### config.mk
export PLATFORM = sky130hd
export DESIGN_NAME = rc4_variant_feedback_stream_cipher
export DESIGN_NICKNAME = d
export VERILOG_FILES = /design/src/rtl/rc4v_pkg.sv /design/src/rtl/rc4v_ram.sv /design/src/rtl/rc4_variant_feedback_stream_cipher.sv
export VERILOG_INCLUDE_DIRS = /design/src /design/src/rtl
export SDC_FILE = /design/constraint.sdc
export NUM_CORES = 2
export LEC_CHECK = 0
export BUFFER_PORTS_ARGS = -buffer_cell sky130_fd_sc_hd__buf_2
export CAP_MARGIN = 0
export CORE_ASPECT_RATIO = 0.6
export CORE_MARGIN = 5
export CORE_UTILIZATION = 49
export CTS_CLUSTER_SIZE = 14
export DETAILED_ROUTE_END_ITERATION = 6
export PLACE_DENSITY = 0.67
export SLEW_MARGIN = 15
export SYNTH_ARGS = -nofsm -noshare
export SYNTH_HDL_FRONTEND = slang
export SYNTH_SLANG_ARGS = --single-unit
### constraint.sdc
create_clock -name clk -period 15.82 [get_ports clk]
set_input_delay 3.164 -clock clk [delete_from_list [all_inputs] [get_ports clk]]
set_output_delay 3.164 -clock clk [all_outputs]
set_load 0.005 [all_outputs]
### src/rtl/rc4_variant_feedback_stream_cipher_macros.svh
// Assertion helpers used by the RTL of the stream cipher.
`ifndef RC4_VARIANT_FEEDBACK_STREAM_CIPHER_MACROS_SVH
`define RC4_VARIANT_FEEDBACK_STREAM_CIPHER_MACROS_SVH

// Same-cycle implication, disabled while reset is asserted.
`define RC4V_ASSERT_IMP(lbl, clk, rst_n, ante, cons, msg) \
  lbl: assert property (@(posedge clk) disable iff (!rst_n) (ante) |-> (cons)) \
    else $error(msg);

// Next-cycle implication, disabled while reset is asserted.
`define RC4V_ASSERT_NXT(lbl, clk, rst_n, ante, cons, msg) \
  lbl: assert property (@(posedge clk) disable iff (!rst_n) (ante) |=> (cons)) \
    else $error(msg);

`endif

### src/rtl/rc4v_pkg.sv
`timescale 1ns / 1ps
`default_nettype none

package rc4v_pkg;

  typedef logic [7:0] byte_t;

  localparam int unsigned SBOX_DEPTH = 256;
  localparam int unsigned KLEN_W     = 9;

  // Operation codes carried on the input channel.
  localparam logic [1:0] OP_LOAD  = 2'd0;
  localparam logic [1:0] OP_SCHED = 2'd1;
  localparam logic [1:0] OP_DATA  = 2'd2;

  localparam byte_t FEEDBACK_INIT = 8'd15;
  localparam logic [KLEN_W-1:0] KLEN_RESET = 9'd16;

endpackage

`default_nettype wire

### src/rtl/rc4v_ram.sv
`timescale 1ns / 1ps
`default_nettype none

module rc4v_ram #(
  parameter int unsigned WIDTH = 8,
  parameter int unsigned DEPTH = 256,
  localparam int unsigned AW = (DEPTH > 1) ? $clog2(DEPTH) : 1
) (
  input  wire logic             clk,
  input  wire logic             we,
  input  wire logic [AW-1:0]    waddr,
  input  wire logic [WIDTH-1:0] wdata,
  input  wire logic [AW-1:0]    raddr,
  output logic      [WIDTH-1:0] rdata
);

  logic [WIDTH-1:0] mem [DEPTH];
  logic [WIDTH-1:0] rdata_r;

  // A read at the address being written returns the old contents.
  always_ff @(posedge clk) begin
    if (we) begin
      mem[waddr] <= wdata;
    end
    rdata_r <= mem[raddr];
  end

  assign rdata = rdata_r;

endmodule

`default_nettype wire

### src/rtl/rc4_variant_feedback_stream_cipher.sv
`timescale 1ns / 1ps
`default_nettype none
// Byte stream cipher in the RC4 family with ciphertext feedback.
// Input channel (in_valid / in_stall) carries one operation per transaction:
// load a key byte into the key store, run the key schedule, or cipher one byte.
// Result channel (out_valid / out_stall) carries one transaction per ciphered
// byte: the output byte and the keystream byte that produced it.
// Key loads are accepted back to back.
// A data byte runs through states D1 to D4 once accepted; its result is registered
// on the result port as D4 completes, and the next item is taken in that same cycle,
// so a new byte waits until the last one finishes. The single S-box memory port sets
// this pace: four dependent reads, the first issued on acceptance, the two swap writes in D3 and D4.
// The key schedule holds in_stall high through the identity fill of all 256
// entries in INIT, then states KA, KB, KC and KD for each of the 256 swap steps
// and states F0 to F4 to pick up the indices and the step.
// Reset clears the indices and step to zero, feedback to 15 and the key length
// to 16. The S-box and key store are not cleared; data bytes are dropped without
// a result until a key schedule has run.
// While the receiver stalls a finished result, the block keeps it on the port
// and holds the last step of the following data byte, so in_stall stays high.
// cfg_we / cfg_wdata write the key length; write it only while the block is idle.

`include "rc4_variant_feedback_stream_cipher_macros.svh"

module rc4_variant_feedback_stream_cipher #(
  parameter int unsigned KEY_DEPTH = 256,
  localparam int unsigned KAW = (KEY_DEPTH > 1) ? $clog2(KEY_DEPTH) : 1
) (
  input  wire logic       clk,
  input  wire logic       rst_n,
  input  wire logic       cfg_we,
  input  wire logic [8:0] cfg_wdata,
  input  wire logic       in_valid,
  output logic            in_stall,
  input  wire logic [1:0] in_op,
  input  wire logic [7:0] in_key_index,
  input  wire logic [7:0] in_byte_in,
  output logic            out_valid,
  input  wire logic       out_stall,
  output logic [7:0]      out_byte_out,
  output logic [7:0]      out_keystream
);

  // Controller states. The D states cipher one byte, the K states run one
  // swap step of the key schedule, the F states pick up the indices and the step.
  localparam logic [3:0] ST_IDLE = 4'd0;
  localparam logic [3:0] ST_D1   = 4'd1;
  localparam logic [3:0] ST_D2   = 4'd2;
  localparam logic [3:0] ST_D3   = 4'd3;
  localparam logic [3:0] ST_D4   = 4'd4;
  localparam logic [3:0] ST_INIT = 4'd5;
  localparam logic [3:0] ST_KA   = 4'd6;
  localparam logic [3:0] ST_KB   = 4'd7;
  localparam logic [3:0] ST_KC   = 4'd8;
  localparam logic [3:0] ST_KD   = 4'd9;
  localparam logic [3:0] ST_F0   = 4'd10;
  localparam logic [3:0] ST_F1   = 4'd11;
  localparam logic [3:0] ST_F2   = 4'd12;
  localparam logic [3:0] ST_F3   = 4'd13;
  localparam logic [3:0] ST_F4   = 4'd14;

  localparam logic [rc4v_pkg::KLEN_W-1:0] KEY_DEPTH_L = rc4v_pkg::KLEN_W'(KEY_DEPTH);

  logic [3:0] state_r, state_nxt;
  logic       ready_r, ready_nxt;
  rc4v_pkg::byte_t idx_i_r, idx_i_nxt;
  rc4v_pkg::byte_t idx_j_r, idx_j_nxt;
  rc4v_pkg::byte_t idx_k_r, idx_k_nxt;
  rc4v_pkg::byte_t step_w_r, step_w_nxt;
  rc4v_pkg::byte_t feedback_r, feedback_nxt;
  logic [rc4v_pkg::KLEN_W-1:0] klen_r, klen_nxt;
  logic       out_valid_r, out_valid_nxt;

  rc4v_pkg::byte_t cnt_r, cnt_nxt;
  logic [KAW-1:0]  pos_r, pos_nxt;
  rc4v_pkg::byte_t acc_r, acc_nxt;
  rc4v_pkg::byte_t sn_r, sn_nxt;
  rc4v_pkg::byte_t a_r, a_nxt;
  rc4v_pkg::byte_t c_r, c_nxt;
  rc4v_pkg::byte_t data_r, data_nxt;
  logic       fwd_r, fwd_nxt;
  logic       hit_j_r, hit_j_nxt;
  logic       hit_i_r, hit_i_nxt;
  rc4v_pkg::byte_t out_byte_r, out_byte_nxt;
  rc4v_pkg::byte_t out_ks_r, out_ks_nxt;

  logic            s_we;
  rc4v_pkg::byte_t s_waddr, s_wdata, s_raddr, s_rdata;
  logic            k_we;
  logic [KAW-1:0]  k_waddr;
  rc4v_pkg::byte_t k_rdata;

  logic            out_free, in_acc;
  logic [rc4v_pkg::KLEN_W-1:0] len_eff;
  rc4v_pkg::byte_t a_cur, ks, res, k_new, m_addr, next_i;

  rc4v_ram #(
    .WIDTH(8),
    .DEPTH(rc4v_pkg::SBOX_DEPTH)
  ) u_sbox (
    .clk  (clk),
    .we   (s_we),
    .waddr(s_waddr),
    .wdata(s_wdata),
    .raddr(s_raddr),
    .rdata(s_rdata)
  );

  rc4v_ram #(
    .WIDTH(8),
    .DEPTH(KEY_DEPTH)
  ) u_key (
    .clk  (clk),
    .we   (k_we),
    .waddr(k_waddr),
    .wdata(in_byte_in),
    .raddr(pos_r),
    .rdata(k_rdata)
  );

  // A result slot is free when it is empty or its transaction completes now.
  assign out_free = !out_valid_r || !out_stall;
  assign in_stall = !((state_r == ST_IDLE) || ((state_r == ST_D4) && out_free));
  assign in_acc   = in_valid && !in_stall;

  // Key length clamped to the range the key store can serve.
  always_comb begin
    if (klen_r == '0) begin
      len_eff = rc4v_pkg::KLEN_W'(1);
    end else if (klen_r > KEY_DEPTH_L) begin
      len_eff = KEY_DEPTH_L;
    end else begin
      len_eff = klen_r;
    end
  end

  assign next_i = idx_i_r + step_w_r;
  // The first data read may collide with the second swap write of the
  // previous byte; the forwarded value is the one that write stores.
  assign a_cur  = fwd_r ? a_r : s_rdata;
  assign k_new  = idx_i_r + idx_k_r + s_rdata;
  assign m_addr = idx_j_r + k_new;
  assign ks     = hit_j_r ? a_r : (hit_i_r ? c_r : s_rdata);
  assign res    = data_r ^ ks;

  always_comb begin
    state_nxt      = state_r;
    ready_nxt      = ready_r;
    idx_i_nxt      = idx_i_r;
    idx_j_nxt      = idx_j_r;
    idx_k_nxt      = idx_k_r;
    step_w_nxt     = step_w_r;
    feedback_nxt   = feedback_r;
    klen_nxt       = cfg_we ? cfg_wdata : klen_r;
    out_valid_nxt  = out_valid_r && out_stall;
    cnt_nxt        = cnt_r;
    pos_nxt        = pos_r;
    acc_nxt        = acc_r;
    sn_nxt         = sn_r;
    a_nxt          = a_r;
    c_nxt          = c_r;
    data_nxt       = data_r;
    fwd_nxt        = 1'b0;
    hit_j_nxt      = hit_j_r;
    hit_i_nxt      = hit_i_r;
    out_byte_nxt   = out_byte_r;
    out_ks_nxt     = out_ks_r;
    s_we           = 1'b0;
    s_waddr        = cnt_r;
    s_wdata        = cnt_r;
    s_raddr        = next_i;
    k_we           = 1'b0;
    k_waddr        = in_key_index[KAW-1:0];

    case (state_r)
      ST_IDLE: begin
      end
      ST_D1: begin
        a_nxt     = a_cur;
        s_raddr   = idx_j_r + feedback_r + a_cur;
        state_nxt = ST_D2;
      end
      ST_D2: begin
        idx_j_nxt = idx_k_r + s_rdata;
        s_raddr   = idx_k_r + s_rdata;
        state_nxt = ST_D3;
      end
      ST_D3: begin
        c_nxt     = s_rdata;
        idx_k_nxt = k_new;
        s_we      = 1'b1;
        s_waddr   = idx_i_r;
        s_wdata   = s_rdata;
        s_raddr   = m_addr;
        hit_j_nxt = (m_addr == idx_j_r);
        hit_i_nxt = (m_addr == idx_i_r);
        state_nxt = ST_D4;
      end
      ST_D4: begin
        if (out_free) begin
          s_we          = 1'b1;
          s_waddr       = idx_j_r;
          s_wdata       = a_r;
          fwd_nxt       = (next_i == idx_j_r);
          feedback_nxt  = res;
          out_byte_nxt  = res;
          out_ks_nxt    = ks;
          out_valid_nxt = 1'b1;
          state_nxt     = ST_IDLE;
        end else begin
          // Keep reading the keystream entry while the result port is blocked.
          s_raddr = idx_j_r + idx_k_r;
        end
      end
      ST_INIT: begin
        s_we    = 1'b1;
        cnt_nxt = cnt_r + 8'd1;
        if (cnt_r == 8'hFF) begin
          acc_nxt   = len_eff[7:0];
          pos_nxt   = '0;
          state_nxt = ST_KA;
        end
      end
      ST_KA: begin
        s_raddr   = cnt_r;
        state_nxt = ST_KB;
      end
      ST_KB: begin
        sn_nxt    = s_rdata;
        acc_nxt   = acc_r + k_rdata + s_rdata;
        s_raddr   = acc_r + k_rdata + s_rdata;
        state_nxt = ST_KC;
      end
      ST_KC: begin
        s_we      = 1'b1;
        s_waddr   = cnt_r;
        s_wdata   = s_rdata;
        state_nxt = ST_KD;
      end
      ST_KD: begin
        s_we    = 1'b1;
        s_waddr = acc_r;
        s_wdata = sn_r;
        cnt_nxt = cnt_r + 8'd1;
        if ((rc4v_pkg::KLEN_W'(pos_r) + rc4v_pkg::KLEN_W'(1)) >= len_eff) begin
          pos_nxt = '0;
        end else begin
          pos_nxt = pos_r + KAW'(1);
        end
        state_nxt = (cnt_r == 8'hFF) ? ST_F0 : ST_KA;
      end
      ST_F0: begin
        s_raddr   = 8'd0;
        state_nxt = ST_F1;
      end
      ST_F1: begin
        idx_i_nxt = s_rdata;
        s_raddr   = 8'd1;
        state_nxt = ST_F2;
      end
      ST_F2: begin
        idx_j_nxt = s_rdata;
        s_raddr   = 8'd2;
        state_nxt = ST_F3;
      end
      ST_F3: begin
        idx_k_nxt = s_rdata;
        s_raddr   = 8'd4;
        state_nxt = ST_F4;
      end
      ST_F4: begin
        step_w_nxt   = {s_rdata[6:0], 1'b1};
        feedback_nxt = rc4v_pkg::FEEDBACK_INIT;
        ready_nxt    = 1'b1;
        state_nxt    = ST_IDLE;
      end
      default: begin
        state_nxt = ST_IDLE;
      end
    endcase

    // Decode of a new transaction; taken in IDLE and as D4 completes.
    if (in_acc) begin
      case (in_op)
        rc4v_pkg::OP_LOAD: begin
          k_we = ({1'b0, in_key_index} < KEY_DEPTH_L);
        end
        rc4v_pkg::OP_SCHED: begin
          cnt_nxt   = 8'd0;
          state_nxt = ST_INIT;
        end
        rc4v_pkg::OP_DATA: begin
          if (ready_r) begin
            idx_i_nxt = next_i;
            data_nxt  = in_byte_in;
            state_nxt = ST_D1;
          end
        end
        default: begin
        end
      endcase
    end
  end

  always_ff @(posedge clk) begin
    if (!rst_n) begin
      state_r      <= ST_IDLE;
      ready_r      <= 1'b0;
      idx_i_r      <= '0;
      idx_j_r      <= '0;
      idx_k_r      <= '0;
      step_w_r     <= '0;
      feedback_r   <= rc4v_pkg::FEEDBACK_INIT;
      klen_r       <= rc4v_pkg::KLEN_RESET;
      out_valid_r  <= 1'b0;
      cnt_r        <= '0;
      pos_r        <= '0;
      fwd_r        <= 1'b0;
    end else begin
      state_r      <= state_nxt;
      ready_r      <= ready_nxt;
      idx_i_r      <= idx_i_nxt;
      idx_j_r      <= idx_j_nxt;
      idx_k_r      <= idx_k_nxt;
      step_w_r     <= step_w_nxt;
      feedback_r   <= feedback_nxt;
      klen_r       <= klen_nxt;
      out_valid_r  <= out_valid_nxt;
      cnt_r        <= cnt_nxt;
      pos_r        <= pos_nxt;
      fwd_r        <= fwd_nxt;
    end
  end

  always_ff @(posedge clk) begin
    acc_r      <= acc_nxt;
    sn_r       <= sn_nxt;
    a_r        <= a_nxt;
    c_r        <= c_nxt;
    data_r     <= data_nxt;
    hit_j_r    <= hit_j_nxt;
    hit_i_r    <= hit_i_nxt;
    out_byte_r <= out_byte_nxt;
    out_ks_r   <= out_ks_nxt;
  end

  assign out_valid     = out_valid_r;
  assign out_byte_out  = out_byte_r;
  assign out_keystream = out_ks_r;

  // A byte is ciphered only after a key schedule has completed.
  `RC4V_ASSERT_IMP(a_data_needs_key, clk, rst_n, state_r == ST_D1, ready_r, "cipher without schedule")
  // The step taken from the schedule is always odd.
  `RC4V_ASSERT_IMP(a_step_odd, clk, rst_n, ready_r, step_w_r[0], "even step")
  // Finishing a byte always presents a result in the next cycle.
  `RC4V_ASSERT_NXT(a_result_shown, clk, rst_n, (state_r == ST_D4) && out_free, out_valid, "result lost")
  // Nothing is taken while the schedule or a byte is in flight.
  `RC4V_ASSERT_IMP(a_busy_stalls, clk, rst_n, (state_r != ST_IDLE) && (state_r != ST_D4), in_stall, "input taken while busy")

endmodule

`default_nettype wire

# Yosys cells after proc, flatten, opt, wreduce, memory -nomap -nowiden

Memories as Yosys holds them, arrays and structs flattened. A register that Yosys moved wholly into a read port is not among the register bits.
Cells that the tools add are included.

$add $sub $neg: 13
Multipliers: 0
Div/mod/pow operators: 0
$lt $le $gt $ge: 2
Equal/unequal tests: 22
Shift-type cells: 0
Mux-type cells: 44
Bitwise operators: 1
Reductions and logical operators: 25

Operator list:

| kind                                                | number |
|---|---|
| two-way mux 8 bit                                   | 17 |
| adder 8 bit                                         | 10 |
| case mux 8 bit (10 select lines)                    | 1 |
| case mux 8 bit (2 select lines)                     | 5 |
| case mux 4 bit (14 select lines)                    | 1 |
| case mux 8 bit (3 select lines)                     | 2 |
| equality test 4 bit, second input constant          | 7 |
| equality test 8 bit                                 | 3 |
| two-way mux 4 bit                                   | 5 |
| two-way mux 9 bit                                   | 2 |
| adder 8 x 1 -> 8 bit, second input constant         | 2 |
| equality test 4 x 3 -> 1 bit, second input constant | 4 |
| nonzero test 2 bit                                  | 5 |
| adder 8 x 1 -> 9 bit, second input constant         | 1 |
| >= comparator 9 bit                                 | 1 |
| > comparator 9 bit, second input constant           | 1 |
| logical NOT 9 bit                                   | 1 |
| two-way mux 1 bit                                   | 9 |
| equality test 4 x 2 -> 1 bit, second input constant | 2 |
| equality test 8 bit, second input constant          | 1 |
| case mux 4 bit (2 select lines)                     | 1 |
| AND reduction 2 bit                                 | 4 |
| XOR 8 bit                                           | 1 |
| AND reduction 3 bit                                 | 2 |
| other kinds (12)                                    | 19 |

Register bits after elaboration: 130
Latch bits: 0
Memory bits (writable): 4096
Bits in read-only memories: 0
Input bits: 32
Output and inout bits: 18
Word-level logic and storage cells: 130
Memories: 2

Memories:

| name       | words | width | rd ports | clocked after memory_dff | write ports | line           | source |
|---|---|---|---|---|---|---|---|
| u_key.mem  | 256   | 8     | 1        | 1                        | 1           | rc4v_ram.sv:17 | `logic [WIDTH-1:0] mem [DEPTH];` |
| u_sbox.mem | 256   | 8     | 1        | 1                        | 1           | rc4v_ram.sv:17 |  |

# Longest topological paths before layout

Depth after elaboration: 8
Mapped depth: 21

# By module

Synthesis repeated with hierarchy kept, for this count alone.

Cell total of the unflattened synthesis: 8427
Area total of the unflattened synthesis: 168029.9 um^2

By module, submodules not included:

| module                             | times used | cells each | area each (um^2) | sequential area each (um^2) |
|---|---|---|---|---|
| rc4v_ram                           | 2          | 3733       | 79556.3          | 61659.1 |
| rc4_variant_feedback_stream_cipher | 1          | 961        | 8917.3           | 3163.0 |

# Worst setup path after synthesis

OpenSTA, ideal clock, no wires.

Path type: input -> register
Start point: in out_stall
End point: mem u_sbox.mem[0][0], data pin
Data arrival time: 13.738 ns
Path slack: -0.107 ns
Cell stages on the path: 6
Path buffers: 0
Cells stage by stage: and2_0 nor2_1 nand3_1 o21ai_0 o2bb2ai_1 o21ai_0

Word-level cells in the longest chain between the ends: 4

Ends and longest elaborated chain:

| element                         | line                                      | source |
|---|---|---|
| from (decl)                     | rc4_variant_feedback_stream_cipher.sv:39  | `input wire logic out_stall,` |
| logical NOT 1 bit               | rc4_variant_feedback_stream_cipher.sv:122 | `assign out_free = !out_valid_r \|\| !out_stall;` |
| logical OR 1 bit                | rc4_variant_feedback_stream_cipher.sv:122 |  |
| two-way mux 8 bit               | rc4_variant_feedback_stream_cipher.sv:200 | `if (out_free) begin` |
| case mux 8 bit (3 select lines) | rc4_variant_feedback_stream_cipher.sv:175 | `case (state_r)` |
| named net s_wdata[0]            | rc4_variant_feedback_stream_cipher.sv:88  | `rc4v_pkg::byte_t s_waddr, s_wdata, s_raddr, s_rdata;` |
| to (decl)                       | rc4v_ram.sv:17                            |  |

The timed path passes the listed nets, and every way through them passes these cells.

# Worst setup path after layout

Start point: reg u_sbox.rdata_r[1] (netlist: u_sbox.rdata[1]) (read register of u_sbox.mem)
End point: reg u_sbox.rdata_r[6] (netlist: u_sbox.rdata[6]) (read register of u_sbox.mem)

Word-level cells in the longest chain between the ends: 3
Elaborated cells on any way between the ends: 7
Classes of those cells: add/sub: 5; mux: 2

Ends and longest elaborated chain:

| element                                                 | line                                                                                 | source |
|---|---|---|
| from (decl)                                             | rc4v_ram.sv:18                                                                       | `logic [WIDTH-1:0] rdata_r;` |
| adder 8 bit / two-way mux 8 bit (equally long branches) | rc4_variant_feedback_stream_cipher.sv:141, rc4_variant_feedback_stream_cipher.sv:140 |  |
| adder 8 bit, on equally long branches                   | rc4_variant_feedback_stream_cipher.sv:142, rc4_variant_feedback_stream_cipher.sv:180 |  |
| case mux 8 bit (10 select lines) (*)                    | rc4_variant_feedback_stream_cipher.sv:175                                            |  |

Every way passes the cells marked *; elsewhere a longest branch is shown, timed or not.
A chain may end at the register's enable or synchronous reset.

==> results.yml <==
outcome:
  status: "complete, but fails checks"
  violations: "design-rule violations"
setup_path:
  reg2reg_from: "u_sbox.rdata[1]"
  endpoint_kind: "register"
  cp-start-kind: "register"
  cp.required_ns: 16.72
  r2r_slack_ns: 7.85
  worstReg2RegEnd: "u_sbox.rdata[6]"
  cp_max_fo: 114
  reg2regPathDepth: 19
  criticalPathCategory: "reg -> reg"
  worstPathArrival_ns: 8.87
timing:
  slew_viol_final: 0
  setup_viol: 0
  min_period_ns: 7.971
  hold_viol: 0
  fmax_ghz: 0.1255
  period_share_pct: 50.38
  finClkSkew_ns: 0.09044
  max_slew_margin_pct: 7.846
  holdWs_ns: 0.4731
  setup-tns-final_ns: 0
  worst_pin_slew_ns: 1.382
  rsz0062_at_grt: "no"
global_routing:
  grt_pass1_vias: 92110
  overflow: 0
  antenna_found_initial: 33
  gr-usage-all-layers_pct: 26.47
  grt_pass1_wl_um: 687800
  grt_max_degree: 180
route:
  drt_iter0_drc: 16850
  antenna_left: 0
  viasPerCell: 6.526
  first_pass_iters: 7
  vias: 98150
  drc: 13
  avgRoutedWirePerCell_um: 32.26
  wl_um: 485100
placed_design:
  place_congestion: 0.9395
  dp_hpwl_um: 293000
  io_buffers: 49
  placed_area_mm2: 0.1751
  dp.cells: 14350
yosys:
  synth_edf_count: 4154
  synth-seq-area-share_pct: 74.32
  syn_area_mm2: 0.1702
  synth_top_area_share_pct: 73.29
  syn_nets: 10210
  yosys_warnings: 0
  syn_avg_cell_area_um2: 16.87
  synth_cell_type_count: 104
  synth_top_flop_cell: "edfxtp_1"
  synthesis.instances: 10090
  ys_ff_latch: 4241
  synthArstFlopShare_pct: 0
  yosysTopAreaCell: "edfxtp_1"
  yosys-top-cells-area: "edfxtp_1, mux4_2, nand2_1, nand3_1, mux2i_1"
die:
  initial_core_util_pct: 49.27
  ioPinCount: 50
  core_mm2: 0.3454
  dieArea_mm2: 0.3596
  die_h_um: 466.5
  die-width_um: 770.8
  rows: 167
cells_and_area:
  fin_nets: 10210
  area_delta_synth_final_pct: 9.732
  stdcell_count: 15040
  post-route-cell-area_mm2: 0.1868
  final_cell_mix: "edfxtp_1, nand2_1, mux4_2"
  utilization_pct: 54.07
  mostFrequentLayoutCell: "edfxtp_1"
  final_layout_size_suffix_gt1_share_pct: 14.43
hold_path:
  hold_start: "step_w_r[6]"
  hold_path_end: "step_w_r[6]"
  hold_path.class: "reg -> reg"
  holdPathStages: 2
flow_run:
  max_cap_viol_count: 0
cts:
  cts_buffers: 385
  cts_hold_buf: 0
  post_cts_resized: 0
  cts_max_level: 5
  cts_setup_buffers: 0
  cts_buffer_depth: 4
  cts_root_buf: "clkbuf_16"
  cts.sinks: 4241
  clk_latency_ns: 0.96
  cts_tree: "yes"
  clk_pin_slew_worst_paths_ns: 0.07
power:
  irDropWorstVdd_v: 0.0001038
  p_leak_uw: 0.05982
  pwr_density_cell_mw_per_mm2: 123.7
==> synthesized netlist by cell type, types with 35 or more instances <==
cell      count
and3_1      111
mux4_2      682
buf_4        68
edfxtp_1   4154
buf_2       227
nor2_1      644
buf_6        35
nand4_1      56
nand3_1     543
a211oi_1     77
buf_1        67
dfxtp_1      87
ha_1         61
nand2_1    1534
a32oi_1     140
xnor2_1      52
o22ai_1      50
clkbuf_1    225
a31oi_1      90
a22oi_1      36
nor3_1       43
a21oi_1     205
inv_1        37
nor2b_1      36
o21ai_0      78
a311oi_1     48
mux2i_1     251
==> final cells by class <==
type	count	area, um2
fillers	26470	158600
flip-flops and latches	4241	126500
multi-input cells	5185	40650
clock buffers	502	10330
well taps	4647	5814
repair buffers	233	1997
clock inverters	172	1257
inverters	41	153.9
diodes	18	45.04
==> routing by layer <==
layer	vias up	wire, um	track usage [%]
li1	39670	-	-
met1	50480	199500	41.34
met2	7176	193100	34.12
met3	796	80620	10.97
met4	26	11210	6.043
met5	-	712	1.146
==> where the power goes <==
part	switching, uW	leakage [uW]	internal (uW)	total, uW
combinational	1380	0.0157	472	1850
sequential	30.1	0.0385	12300	12300
clock	4090	0.00567	4840	8930
==> cells by family (layout without fill, tap and decap cells) <==
kind of cell             count (synthesis)  count (layout)  synth area share (%)
flip-flops                            4241            4241                 74.32
AND/OR/NAND/NOR                       3077            3077                 7.774
AO/OA/AOI/OAI                          994             994                 4.199
multiplexers                           943             943                 10.57
buffers and inverters                  664             948                 1.942
adder cells (fa/ha/maj)                 89              89                0.7778
XOR/XNOR                                82              82                0.4220
other                                    0              18                     0
==> flip-flops by register name (all words and copies together), names as in the netlist, 4 cells and up <==
register and flops:
u_key.mem 2048, u_sbox.mem 2048, klen_r 9, a_r 8, acc_r 8, c_r 8
cnt_r 8, data_r 8, feedback_r 8, idx_i_r 8, idx_j_r 8, idx_k_r 8
out_byte_out 8, out_keystream 8, pos_r 8, sn_r 8, step_w_r 8, u_key.rdata 8
u_sbox.rdata 8, state_r 4
==> worst max path at each step <==
stage                    start                 to  slack [ns]
2_1_floorplan        out_stall   u_sbox.mem[0][0]       -0.11
3_3_place_gp         out_stall  u_sbox.mem[77][6]        7.50
3_5_place_dp         out_stall  u_sbox.mem[77][4]        7.33
4_1_cts              out_stall           in_stall        8.17
5_1_grt        u_sbox.rdata[1]    u_sbox.rdata[6]        7.74
6_report       u_sbox.rdata[1]    u_sbox.rdata[6]        7.85
==> through the flow <==
step | worst slack (ns) | total power [uW]
2_1_floorplan | -0.1067 | 13500
3_3_place_gp | 7.503 | 14270
3_5_place_dp | 7.330 | 14300
5_1_grt | 7.745 | 23680
6_report | 7.849 | 23090
4_1_cts | 8.172 | 23060
==> worst max-delay path, stage by stage (launching register included) <==
cell and delay (ns):
dfxtp_1 0.52, buf_4 0.33, inv_1 0.14, fa_1 0.50
inv_1 0.04, ha_1 0.32, fa_1 0.62, mux2_2 0.33
a32o_1 0.27, a211o_1 0.49, nor2_8 0.75, buf_12 0.52
buf_4 0.65, nand2_1 0.11, nand3_1 0.09, and3_1 0.21
a311oi_1 0.15, o41ai_1 1.15, nand3_1 0.30, nand2_1 0.15
(Power assumes the default switching activity.)
